### src/scfd_pkg.sv
// ----------------------------------------------------------------------------
// scfd_pkg
// Shared types and constants for the checksum-framed byte deframer.
// ----------------------------------------------------------------------------
`default_nettype none

package scfd_pkg;

  localparam logic [7:0] START_BYTE      = 8'hEE;
  localparam logic [7:0] MAX_LEN_RESET   = 8'hFF;

  typedef enum logic [1:0] {
    KIND_HEADER = 2'd0,
    KIND_DATA   = 2'd1,
    KIND_END    = 2'd2
  } kind_t;

  typedef enum logic [4:0] {
    PH_HUNT = 5'b00001,
    PH_CMD  = 5'b00010,
    PH_LEN  = 5'b00100,
    PH_DATA = 5'b01000,
    PH_CHK  = 5'b10000
  } phase_t;

  typedef struct packed {
    kind_t      kind;
    logic [7:0] command;
    logic [7:0] payload_length;
    logic [7:0] data_byte;
    logic       checksum_ok;
  } scfd_result_t;

endpackage

`default_nettype wire

### src/sum_checked_frame_deframer_top.sv
// ----------------------------------------------------------------------------
// sum_checked_frame_deframer_top
// Byte-stream deframer for start-byte / command / length / payload / checksum
// frames with an 8-bit additive checksum.
// ----------------------------------------------------------------------------
// Takes one received byte per clock on the in_ channel and gives header,
// payload and frame-end results on the out_ channel. Each byte passes an input
// register and, if it produces a result, a result register; a new byte is
// accepted every cycle as long as the result register is free or being
// drained. Bytes that give no result (hunting, command byte, dropped oversize
// length) never wait on the out_ side. cfg_wdata sets the largest accepted
// payload length (reset 255); write it only while idle.
`default_nettype none

module sum_checked_frame_deframer_top
  import scfd_pkg::*;
(
  input  wire logic       clk,
  input  wire logic       rst_n,
  input  wire logic       cfg_we,
  input  wire logic [7:0] cfg_wdata,
  input  wire logic       in_valid,
  output logic            in_stall,
  input  wire logic [7:0] in_rx_byte,
  output logic            out_valid,
  input  wire logic       out_stall,
  output logic [1:0]      out_kind,
  output logic [7:0]      out_command,
  output logic [7:0]      out_payload_length,
  output logic [7:0]      out_data_byte,
  output logic            out_checksum_ok
);

  logic [7:0]   max_len_r;
  logic         s1_valid_r, s1_valid_nxt;
  logic [7:0]   s1_byte_r;
  logic         out_valid_r, out_valid_nxt;
  scfd_result_t out_res_r;
  scfd_result_t res;
  logic         res_valid;
  logic         out_free;
  logic         s1_adv;
  logic         in_xfer;

  always_ff @(posedge clk) begin
    if (!rst_n) begin
      max_len_r <= MAX_LEN_RESET;
    end else if (cfg_we) begin
      max_len_r <= cfg_wdata;
    end
  end

  scfd_parser u_parser (
    .clk       (clk),
    .rst_n     (rst_n),
    .step      (s1_adv),
    .rx_byte   (s1_byte_r),
    .max_len   (max_len_r),
    .res_valid (res_valid),
    .res       (res)
  );

  assign out_free = !out_valid_r || !out_stall;
  assign s1_adv   = s1_valid_r && (!res_valid || out_free);
  assign in_stall = s1_valid_r && !s1_adv;
  assign in_xfer  = in_valid && !in_stall;

  always_comb begin
    s1_valid_nxt = s1_valid_r;
    if (in_xfer) begin
      s1_valid_nxt = 1'b1;
    end else if (s1_adv) begin
      s1_valid_nxt = 1'b0;
    end
    out_valid_nxt = out_valid_r && out_stall;
    if (s1_adv && res_valid) begin
      out_valid_nxt = 1'b1;
    end
  end

  always_ff @(posedge clk) begin
    if (!rst_n) begin
      s1_valid_r  <= 1'b0;
      out_valid_r <= 1'b0;
    end else begin
      s1_valid_r  <= s1_valid_nxt;
      out_valid_r <= out_valid_nxt;
    end
  end

  always_ff @(posedge clk) begin
    if (in_xfer) begin
      s1_byte_r <= in_rx_byte;
    end
    if (s1_adv && res_valid) begin
      out_res_r <= res;
    end
  end

  assign out_valid          = out_valid_r;
  assign out_kind           = out_res_r.kind;
  assign out_command        = out_res_r.command;
  assign out_payload_length = out_res_r.payload_length;
  assign out_data_byte      = out_res_r.data_byte;
  assign out_checksum_ok    = out_res_r.checksum_ok;

  a_stall_needs_item: assert property (@(posedge clk) disable iff (!rst_n)
    in_stall |-> (s1_valid_r && out_valid_r && out_stall))
    else $error("input stalled without a blocked result");

  a_data_zero: assert property (@(posedge clk) disable iff (!rst_n)
    (out_valid_r && out_res_r.kind != KIND_DATA) |-> (out_res_r.data_byte == 8'd0))
    else $error("data byte set outside payload transfer");

  a_ok_only_at_end: assert property (@(posedge clk) disable iff (!rst_n)
    (out_valid_r && out_res_r.kind != KIND_END) |-> !out_res_r.checksum_ok)
    else $error("checksum flag set outside frame end");

  a_header_len: assert property (@(posedge clk) disable iff (!rst_n)
    (out_valid_r && out_res_r.kind == KIND_HEADER)
      |-> (out_res_r.payload_length <= max_len_r))
    else $error("header with oversize length");

endmodule

`default_nettype wire

### src/scfd_parser.sv
// ----------------------------------------------------------------------------
// scfd_parser
// Frame state machine: hunts for the start byte, tracks header, payload and
// checksum, and forms the result for the byte at its input.
// ----------------------------------------------------------------------------
`default_nettype none

module scfd_parser
  import scfd_pkg::*;
(
  input  wire logic         clk,
  input  wire logic         rst_n,
  input  wire logic         step,
  input  wire logic [7:0]   rx_byte,
  input  wire logic [7:0]   max_len,
  output logic              res_valid,
  output scfd_result_t      res
);

  phase_t     phase_r, phase_nxt;
  logic [7:0] left_r, left_nxt;
  logic [7:0] sum_r, sum_nxt;
  logic [7:0] cmd_r, cmd_nxt;
  logic [7:0] len_r, len_nxt;
  logic [7:0] left_dec;
  logic [7:0] sum_add;

  assign left_dec = left_r - 8'd1;
  assign sum_add  = sum_r + rx_byte;

  always_comb begin
    phase_nxt         = phase_r;
    left_nxt          = left_r;
    sum_nxt           = sum_r;
    cmd_nxt           = cmd_r;
    len_nxt           = len_r;
    res_valid         = 1'b0;
    res.kind          = KIND_HEADER;
    res.command       = cmd_r;
    res.payload_length = len_r;
    res.data_byte     = 8'd0;
    res.checksum_ok   = 1'b0;
    unique case (phase_r)
      PH_HUNT: begin
        if (rx_byte == START_BYTE) begin
          sum_nxt   = START_BYTE;
          phase_nxt = PH_CMD;
        end
      end
      PH_CMD: begin
        cmd_nxt   = rx_byte;
        sum_nxt   = sum_add;
        phase_nxt = PH_LEN;
      end
      PH_LEN: begin
        sum_nxt = sum_add;
        if (rx_byte > max_len) begin
          phase_nxt = PH_HUNT;
        end else begin
          len_nxt            = rx_byte;
          left_nxt           = rx_byte;
          phase_nxt          = (rx_byte == 8'd0) ? PH_CHK : PH_DATA;
          res_valid          = 1'b1;
          res.kind           = KIND_HEADER;
          res.payload_length = rx_byte;
        end
      end
      PH_DATA: begin
        sum_nxt       = sum_add;
        left_nxt      = left_dec;
        if (left_dec == 8'd0) begin
          phase_nxt = PH_CHK;
        end
        res_valid     = 1'b1;
        res.kind      = KIND_DATA;
        res.data_byte = rx_byte;
      end
      PH_CHK: begin
        phase_nxt       = PH_HUNT;
        res_valid       = 1'b1;
        res.kind        = KIND_END;
        res.checksum_ok = (sum_r == rx_byte);
      end
      default: begin
        phase_nxt = PH_HUNT;
      end
    endcase
  end

  always_ff @(posedge clk) begin
    if (!rst_n) begin
      phase_r <= PH_HUNT;
      left_r  <= 8'd0;
      sum_r   <= 8'd0;
      cmd_r   <= 8'd0;
      len_r   <= 8'd0;
    end else if (step) begin
      phase_r <= phase_nxt;
      left_r  <= left_nxt;
      sum_r   <= sum_nxt;
      cmd_r   <= cmd_nxt;
      len_r   <= len_nxt;
    end
  end

endmodule

`default_nettype wire
### config.mk
export PLATFORM = sky130hd
export DESIGN_NAME = sum_checked_frame_deframer_top
export DESIGN_NICKNAME = d
export VERILOG_FILES = /design/src/scfd_pkg.sv /design/src/sum_checked_frame_deframer_top.sv /design/src/scfd_parser.sv
export SDC_FILE = /design/constraint.sdc
export NUM_CORES = 1
export LEC_CHECK = 0
export BUFFER_PORTS_ARGS = -buffer_cell sky130_fd_sc_hd__buf_2
export CAP_MARGIN = 0
export CORE_MARGIN = 8
export CORE_UTILIZATION = 30
export CTS_BUF_LIST = sky130_fd_sc_hd__clkbuf_4
export CTS_CLUSTER_SIZE = 14
export DETAILED_ROUTE_END_ITERATION = 10
export GPL_TIMING_DRIVEN = 1
export HOLD_SLACK_MARGIN = 0.08
export SLEW_MARGIN = 0
export SYNTH_ARGS = -nofsm -noshare
export SYNTH_HDL_FRONTEND = slang
export SYNTH_SLANG_ARGS = --single-unit
export TNS_END_PERCENT = 30
### constraint.sdc
create_clock -name clk -period 9.3 [get_ports clk]
set_input_delay 1.395 -clock clk [delete_from_list [all_inputs] [get_ports clk]]
set_output_delay 1.395 -clock clk [all_outputs]
set_load 0.02 [all_outputs]
# Word-level counts from Yosys, hierarchy flattened
# Index checks and enable logic that the tools add are counted.
[classes]
add_sub_neg = 2
mul = 0
div_mod_pow = 0
n_lt_le_gt_ge = 1
eq_ne = 10
shift = 0
muxes = 17
n_bitwise = 0
reduce_logical = 23
[ops]
columns = ["operator", "n"]
rows = [
  ["$mux W8", 4],
  ["$pmux W8 S2", 2],
  ["$mux W5", 4],
  ["$pmux W5 S4", 1],
  ["$logic_not A8 Y1", 2],
  ["$reduce_and A3 Y1", 3],
  ["$add A8 B8 Y8", 1],
  ["$eq A8 B8 Y1", 1],
  ["$eq A8 B8 Y1 const B", 1],
  ["$gt A8 B8 Y1", 1],
  ["$sub A8 B1 Y8 const B", 1],
  ["$reduce_bool A2 Y1", 3],
  ["$eq A5 B1 Y1 const B", 1],
  ["$eq A5 B2 Y1 const B", 1],
  ["$eq A5 B3 Y1 const B", 1],
  ["$eq A5 B4 Y1 const B", 1],
  ["$eq A5 B5 Y1 const B", 1],
  ["$logic_and A1 B1 Y1", 5],
  ["$logic_not A1 Y1", 5],
  ["$mux W1", 4],
  ["$ne A2 B1 Y1 const B", 2],
  ["$pmux W2 S2", 1],
  ["$reduce_or A3 Y1", 1],
  ["$logic_or A1 B1 Y1", 2],
  ["other kinds (4)", 4],
]
[totals]
ff_bits = 82
latchBits = 0
ramBits = 0
mem_bits_ro = 0
inputBits = 21
output_inout_bits = 29
word_cells = 67
n_memories = 0

# Logic depth before layout (Yosys ltp)
# Gate-level depths: netlist of the first run.
[logic_depth]
depth_word = 11
depth_mapped = 11
mapped_depth_nobuf = 10

# Cells and area by module
# A second synthesis of the first run with hierarchy kept.
[hier_totals]
hier_cells = 394
area_unflattened_um2 = 3966.3
[modules_own_cells]
columns = ["mod", "n_inst", "cells_each", "area_per_inst_um2", "seq_area_each_um2"]
rows = [
  ["scfd_parser", 1, 322, 2537.4, 740.7],
  ["sum_checked_frame_deframer_top", 1, 72, 1428.9, 1251.2],
]

# Least setup slack after synthesis of the first run
# No wires, ideal clock.
[synth_path]
path_type = "reg2reg"
start = "register s1_byte_r[1]"
end = "register out_res_r, in the netlist out_checksum_ok, enable pin"
setup_time_ps = 411
t_arrival_ps = 3153
t_required_ps = 8889
setup_slack_ps = 5736
path_stages_with_launch = 11
n_path_buf = 2
period_less_slack_ps = 3564
path_cell_list = "edfxtp_1 -> ha_1 -> nor2b_1 -> o211ai_1 -> a21oi_1 -> o21bai_2 -> and2_0 -> clkbuf_1 -> buf_2 -> nor2_1 -> nor2_1"
[synth_via]
elab_chain_cells = 7
[synth_rtl]
columns = ["element", "line_no", "text"]
rows = [
  ["start, declared", "sum_checked_frame_deframer_top.sv:36", "logic [7:0] s1_byte_r;"],
  ["start signal, assigned", "sum_checked_frame_deframer_top.sv:93", "s1_byte_r <= in_rx_byte;"],
  ["$gt A8 B8 Y1 *", "scfd_parser.sv:57", "if (rx_byte > max_len) begin"],
  ["$mux W1 *", "scfd_parser.sv:57", ""],
  ["$pmux W1 S2 *", "scfd_parser.sv:43", "unique case (phase_r)"],
  ["$logic_not A1 Y1", "sum_checked_frame_deframer_top.sv:64", "assign s1_adv = s1_valid_r && (!res_valid || out_free);"],
  ["$logic_or A1 B1 Y1", "sum_checked_frame_deframer_top.sv:64", ""],
  ["$logic_and A1 B1 Y1", "sum_checked_frame_deframer_top.sv:64", ""],
  ["$logic_and A1 B1 Y1 *", "sum_checked_frame_deframer_top.sv:95", "if (s1_adv && res_valid) begin"],
  ["end signal, assigned", "sum_checked_frame_deframer_top.sv:96", "out_res_r <= res;"],
  ["end, declared", "sum_checked_frame_deframer_top.sv:38", "scfd_result_t out_res_r;"],
]
# Every way passes the cells marked *; elsewhere a longest branch is shown, timed or not.
# A chain may end at the register's enable or synchronous reset.

# Worst setup path after layout of the first run
[layout_path]
start = "register s1_byte_r[7]"
end = "output in_stall"
[layout_via]
elab_chain_cells = 8
[layout_rtl]
columns = ["element", "line_no", "text"]
rows = [
  ["$gt A8 B8 Y1", "scfd_parser.sv:57", ""],
  ["$mux W1", "scfd_parser.sv:57", ""],
  ["$pmux W1 S2", "scfd_parser.sv:43", ""],
  ["$logic_not A1 Y1", "sum_checked_frame_deframer_top.sv:64", ""],
  ["$logic_or A1 B1 Y1", "sum_checked_frame_deframer_top.sv:64", ""],
  ["$logic_and A1 B1 Y1", "sum_checked_frame_deframer_top.sv:64", ""],
  ["$logic_not A1 Y1", "sum_checked_frame_deframer_top.sv:65", "assign in_stall = s1_valid_r && !s1_adv;"],
  ["$logic_and A1 B1 Y1", "sum_checked_frame_deframer_top.sv:65", ""],
  ["end, declared", "sum_checked_frame_deframer_top.sv:23", "output logic in_stall,"],
]
# Every way passes these cells.

==> flow_summary.ini, run 1 <==
[detailed_routing]
drtPass1Iterations = 4
wl_per_cell_um = 15.66
drt_iter0_drc = 208
antenna_left = 0
vias = 3132
drcViolationCount = 0
drt-total-wl_mm = 9.755
viasPerCell = 5.027

[setup_path]
crit_buf_inv = 1
crit_fanout = 15
cp_cell_sequence = ha_1 > a21oi_1 > o21ai_0 > o21bai_2 > and2_0 > o2111a_1 > buf_2
r2r_cells = 7
path_class = reg2out
critPathCaptureType = primary output
start_kind = flop
arrival_ns = 3.38
cp.required_ns = 7.91
crit_path_max_incr_delay_ns = 0.72
worst-r2r-setup-slack_ns = 5.66
r2r-start = s1_byte_r[7]$_DFFE_PP_
rr_endpoint = s1_byte_r[6]$_DFFE_PP_
cp_top_family = compound AO/OA/AOI/OAI gates
slowest_stage = and2_0

[grt]
grt_pass1_wl_mm = 16.17
grt_pass1_vias = 3112
use_met3 = 0.03544
grt_most_used_layer = met2
grt_max_degree = 30
grt_usage = 0.1144
antenna_found_initial = 0
met1_usage = 0.1497
grt_overflow_total = 0
met2_usage = 0.1747

[layout]
layout_common_cells = buf_2, nand2_1, dfxtp_1
nFillCells = 1376
finish.net_count = 481
finalInstanceArea_um2 = 4524
synthToLayoutAreaGrowth_pct = 12.65
finalCoreUtilization = 0.3444
antenna_cells = 0
final_common_cell = buf_2
drive_gt1_frac = 0.1902

[worst_hold_path]
min_path_cells = 0
min_from = u_parser.cmd_r[5]$_SDFFE_PN0P_
whs_endpoint = out_command[5]$_DFFE_PP_
hp-class = reg2reg

[pwr]
pwr-share-comb = 0.057
power_frac_seq = 0.605
p_sw_frac = 0.2501
power.density_nw_per_um2 = 140.8
clkPwrFrac = 0.338
internal_power_mw = 0.4778
power_leakage_nw = 1.836
total_power_mw = 0.6372
power.net_switching_mw = 0.1593
ir_worst_vdd_uv = 67.95

[timing]
finClkSkew_ns = 0.02444
slew_headroom = 0.4365
slew_violations = 0
fmax_mhz = 209.4
worst_pin_slew_ns = 0.8448
worst_slack_ns = 4.524
rsz0062_at_grt = false
tns_ns = 0
layout_worst_path_cycle_share = 0.5136
finalHoldViolations = 0
finalSetupViolCount = 0
min_period_ns = 4.776

[outcome]
status = finished, final reports clean

[logic_synthesis]
yosysSeqAreaShare = 0.4960
synth.distinct_cells = 66
synth_edf_count = 35
synth_cells = 404
yosys_register_bits = 82
synth_top_area_share = 0.2617
ys_warn_count = 0
syn_area_per_cell_um2 = 9.941
synth_nets = 443
netlist_area_um2 = 4016
synth_top_cell_by_area = edfxtp_1
ys_top_cells_by_area = edfxtp_1, dfxtp_1, ha_1, nand2_1, nor2_1
ys_async_sr_fraction = 0
ys.flop_type = dfxtp_1

[clock_tree]
clock-root-buffer = clkbuf_4
postCtsSetupBuffers = 0
cts_max_path_buffers = 2
h-tree-depth = 3
cts_resized = 0
cts_hold_buf = 0
path_clk_slew_ns = 0.13
cts_tree = yes
clk-insertion-delay-late_ns = 0.44
cts_made_buffers = 9
cts_sinks = 82

[floorplan]
fp-row-count = 42
initial_utilization = 0.3057
die_h_um = 131.7
fp.coreArea_um2 = 13140
die_area_um2 = 17350
io_pins = 50
fp.dieW_um = 131.7

[place]
dp_hpwl_mm = 7.070
gp_congestion = 0.8335
placed_area_um2 = 4382
pre_cts_ws_ns = 5.011
port_buffers = 49

[flow_run]
max-cap-violations = 0
[kinds of logic after synthesis]
family,synth area share
and+or+nand+nor,0.1851
AOI/OAI and AO/OA,0.1539
DFF,0.4960
buffers and inverters,0.04641
adders and majority gates,0.05794
muxes,0.04112
xor gates and xnor gates,0.01963
[power groups by stage]
| stage | clock network [mW] | logic [mW] | registers, mW |
|---|---|---|---|
| final | 0.215 | 0.0366 | 0.385 |
| after floorplan | 0 | 0.0262 | 0.390 |
| after detailed placement | 0 | 0.0365 | 0.393 |
| after global routing | 0.237 | 0.0418 | 0.386 |
| after global placement | 0 | 0.0353 | 0.393 |
| after CTS | 0.224 | 0.0366 | 0.385 |
[layout make-up]
class,instances,area [um^2],share of cell area
timing repair buffer,51,260.3,0.05752
clock inverter,6,67.56,0.01493
sequential,82,1992,0.4403
inverter,17,68.82,0.01521
clock buffer,10,75.07,0.01659
tap,176,220.2,0.04867
multi-input combinational,281,1841,0.4068
[stage by stage]
step / hold slack (ns) / instances
final: 0.4547 / 623
after global routing: 0.4801 / 623
after CTS: 0.4645 / 623
after detailed placement: 0.4240 / 607
after global placement: 0.4215 / 607
after floorplan: 0.4080 / 404
[synthesized netlist by cell type (3+ instances only)]
cell	count
dfxtp_1	47
nand2_1	47
nor2_1	46
edfxtp_1	35
o21ai_0	20
ha_1	17
a21oi_1	16
inv_1	15
mux2i_1	15
o211ai_1	14
clkbuf_1	12
nand3_1	10
and2_1	8
a311oi_1	6
nor3_1	6
xor2_1	6
nand4_1	5
a21oi_2	4
buf_4	4
nor4_1	4
o31ai_1	4
a31oi_1	3
and3_1	3
buf_1	3
buf_2	3
nor2b_1	3
xnor2_1	3
[state kept, by name, summed over array words and instances (netlist names)]
signal / flops
max_len_r: 8
out_valid: 1
u_parser.phase_r: 5
out_command: 8
out_data_byte: 8
u_parser.cmd_r: 8
out_kind: 2
s1_valid_r: 1
s1_byte_r: 8
u_parser.len_r: 8
out_checksum_ok: 1
out_payload_length: 8
u_parser.sum_r: 8
u_parser.left_r: 8
[worst max-delay path by stage]
stage                                 startpoint  cells past startpoint                             to  slack, ns
after floorplan           s1_byte_r[1]$_DFFE_PP_                     10  out_checksum_ok$_SDFFCE_PN0P_       5.74
after global placement    s1_byte_r[7]$_DFFE_PP_                      7                       in_stall       5.11
after detailed placement  s1_byte_r[7]$_DFFE_PP_                      7                       in_stall       5.01
after CTS                 s1_byte_r[7]$_DFFE_PP_                      7                       in_stall       4.50
after global routing      s1_byte_r[7]$_DFFE_PP_                      7                       in_stall       4.28
final                     s1_byte_r[7]$_DFFE_PP_                      7                       in_stall       4.52
[layer usage]
layer,share of wire,routed length (um),vias to the layer above
li1,-,-,1537
met1,0.49,4743,1498
met2,0.44,4308,86
met3,0.058,568,11
met4,0.014,135,0
met5,0,0,-
Power figures use the tool's default switching activity.
==> run 2: changes to the inputs <==
- clock period: 9.3 -> 4.3 ns (I/O delays scaled with it)
==> run 2 against run 1 <==
Global-route usage up 0.19 points. Die area did not move. Clock skew fell by 0.00097 ns. Non-clock buffer count is 1 higher. Hold slack got worse by 0.083 ns. Sequential power grew 120%. Sequential share of layout area increased by 0.15 points. Worst setup slack lost 3.8 ns. Clock-buffer cell count decreased by 1. Critical path depth is the same. Cell count is 0.16% higher. Critical path type unchanged. Critical endpoint unchanged. Largest power group unchanged.
==> flow_summary.ini, run 2 (synthesized netlist as in run 1, its figures left out) <==
[detailed_routing]
drt_iter0_drc = 194
drt-total-wl_mm = 9.922
antenna_left = 0
drcViolationCount = 0
viasPerCell = 5.037
drtPass1Iterations = 4
wl_per_cell_um = 15.90
vias = 3143

[floorplan]
io_pins = 50
initial_utilization = 0.3057
fp.coreArea_um2 = 13140
die_h_um = 131.7
fp-row-count = 42
fp.dieW_um = 131.7
die_area_um2 = 17350

[timing]
worst_pin_slew_ns = 0.7380
slew_headroom = 0.5065
tns_ns = 0
finClkSkew_ns = 0.02347
finalHoldViolations = 0
min_period_ns = 3.563
fmax_mhz = 280.7
slew_violations = 0
finalSetupViolCount = 0
rsz0062_at_grt = false
layout_worst_path_cycle_share = 0.8286
worst_slack_ns = 0.7370

[flow_run]
max-cap-violations = 0

[layout]
drive_gt1_frac = 0.1920
final_common_cell = buf_2
synthToLayoutAreaGrowth_pct = 12.27
finish.net_count = 482
layout_common_cells = buf_2, nand2_1, dfxtp_1
finalInstanceArea_um2 = 4509
antenna_cells = 0
stdcell_count = 624

[clock_tree]
cts_hold_buf = 0
cts_max_path_buffers = 2
cts_made_buffers = 9
postCtsSetupBuffers = 0
cts_resized = 0
path_clk_slew_ns = 0.13
cts_sinks = 82
clock-root-buffer = clkbuf_4
cts_tree = yes
h-tree-depth = 3
clk-insertion-delay-late_ns = 0.45

[setup_path]
cp.required_ns = 3.65
path_class = reg2out
crit_fanout = 10
start_kind = flop
arrival_ns = 2.92
critPathCaptureType = primary output

[pwr]
total_power_mw = 1.329
power.density_nw_per_um2 = 294.6
ir_worst_vdd_uv = 167.3
power_leakage_nw = 1.836

[place]
port_buffers = 49
dp_hpwl_mm = 7.162
pre_cts_ws_ns = 1.044
dp.cells = 608
placed_area_um2 = 4389
gp_congestion = 0.8626

[grt]
grt_overflow_total = 0
antenna_found_initial = 0
grt_pass1_wl_mm = 16.32
grt_max_degree = 30
grt_pass1_vias = 3184
grt_usage = 0.1163

[worst_hold_path]
hp-class = in2reg

[outcome]
status = finished, final reports clean
-- run 2: worst paths after layout --
path | start | to | slack (ns) | cells after the start
max | s1_byte_r[7]$_DFFE_PP_ | in_stall | 0.74 | 7
min | in_rx_byte[4] | s1_byte_r[4]$_DFFE_PP_ | 0.37 | 1
max reg2reg | s1_byte_r[7]$_DFFE_PP_ | out_payload_length[5]$_DFFE_PP_ | 1.04 | 8
min reg2reg | u_parser.cmd_r[3]$_SDFFE_PN0P_ | out_command[3]$_DFFE_PP_ | 0.45 | 0
-- run 2: report_power, final --
part           switching [mW]  internal (mW)  leakage [nW]
registers              0.0159          0.818         0.721
logic                  0.0484         0.0301          1.05
clock network           0.293          0.124        0.0671
-- run 2: worst max-delay path: stages (launching register included) --
cell	delay, ns
edfxtp_1	0.60
ha_1	0.40
nand2_1	0.06
o21ai_0	0.43
o21bai_2	0.22
and2_0	0.29
o2111a_1	0.31
buf_2	0.17
-- run 2: through the flow --
step | hold WS, ns | utilization
floorplan | 0.4080 | -
global placement | 0.4230 | 0.3341
detailed placement | 0.4222 | 0.3341
CTS | 0.3241 | 0.3432
global route | 0.3239 | 0.3432
finish | 0.3717 | 0.3432
-- run 2: per-layer routing --
metal / vias up / GRT usage / part of all wire
met2: 84 / 0.1812 / 0.44
met4: 0 / 0.04595 / 0.021
met1: 1500 / 0.1472 / 0.48
met5: - / 0 / 0
met3: 17 / 0.03544 / 0.054
li1: 1542 / - / -
-- run 2: area by class of cell --
type	instances	area, um^2
Fill cell	1413	8628
Sequential cell	82	1992
Multi-Input combinational cell	281	1841
Timing Repair Buffer	52	267.8
Tap cell	176	220.2
Inverter	17	68.82
Clock buffer	9	67.56
Clock inverter	7	52.55
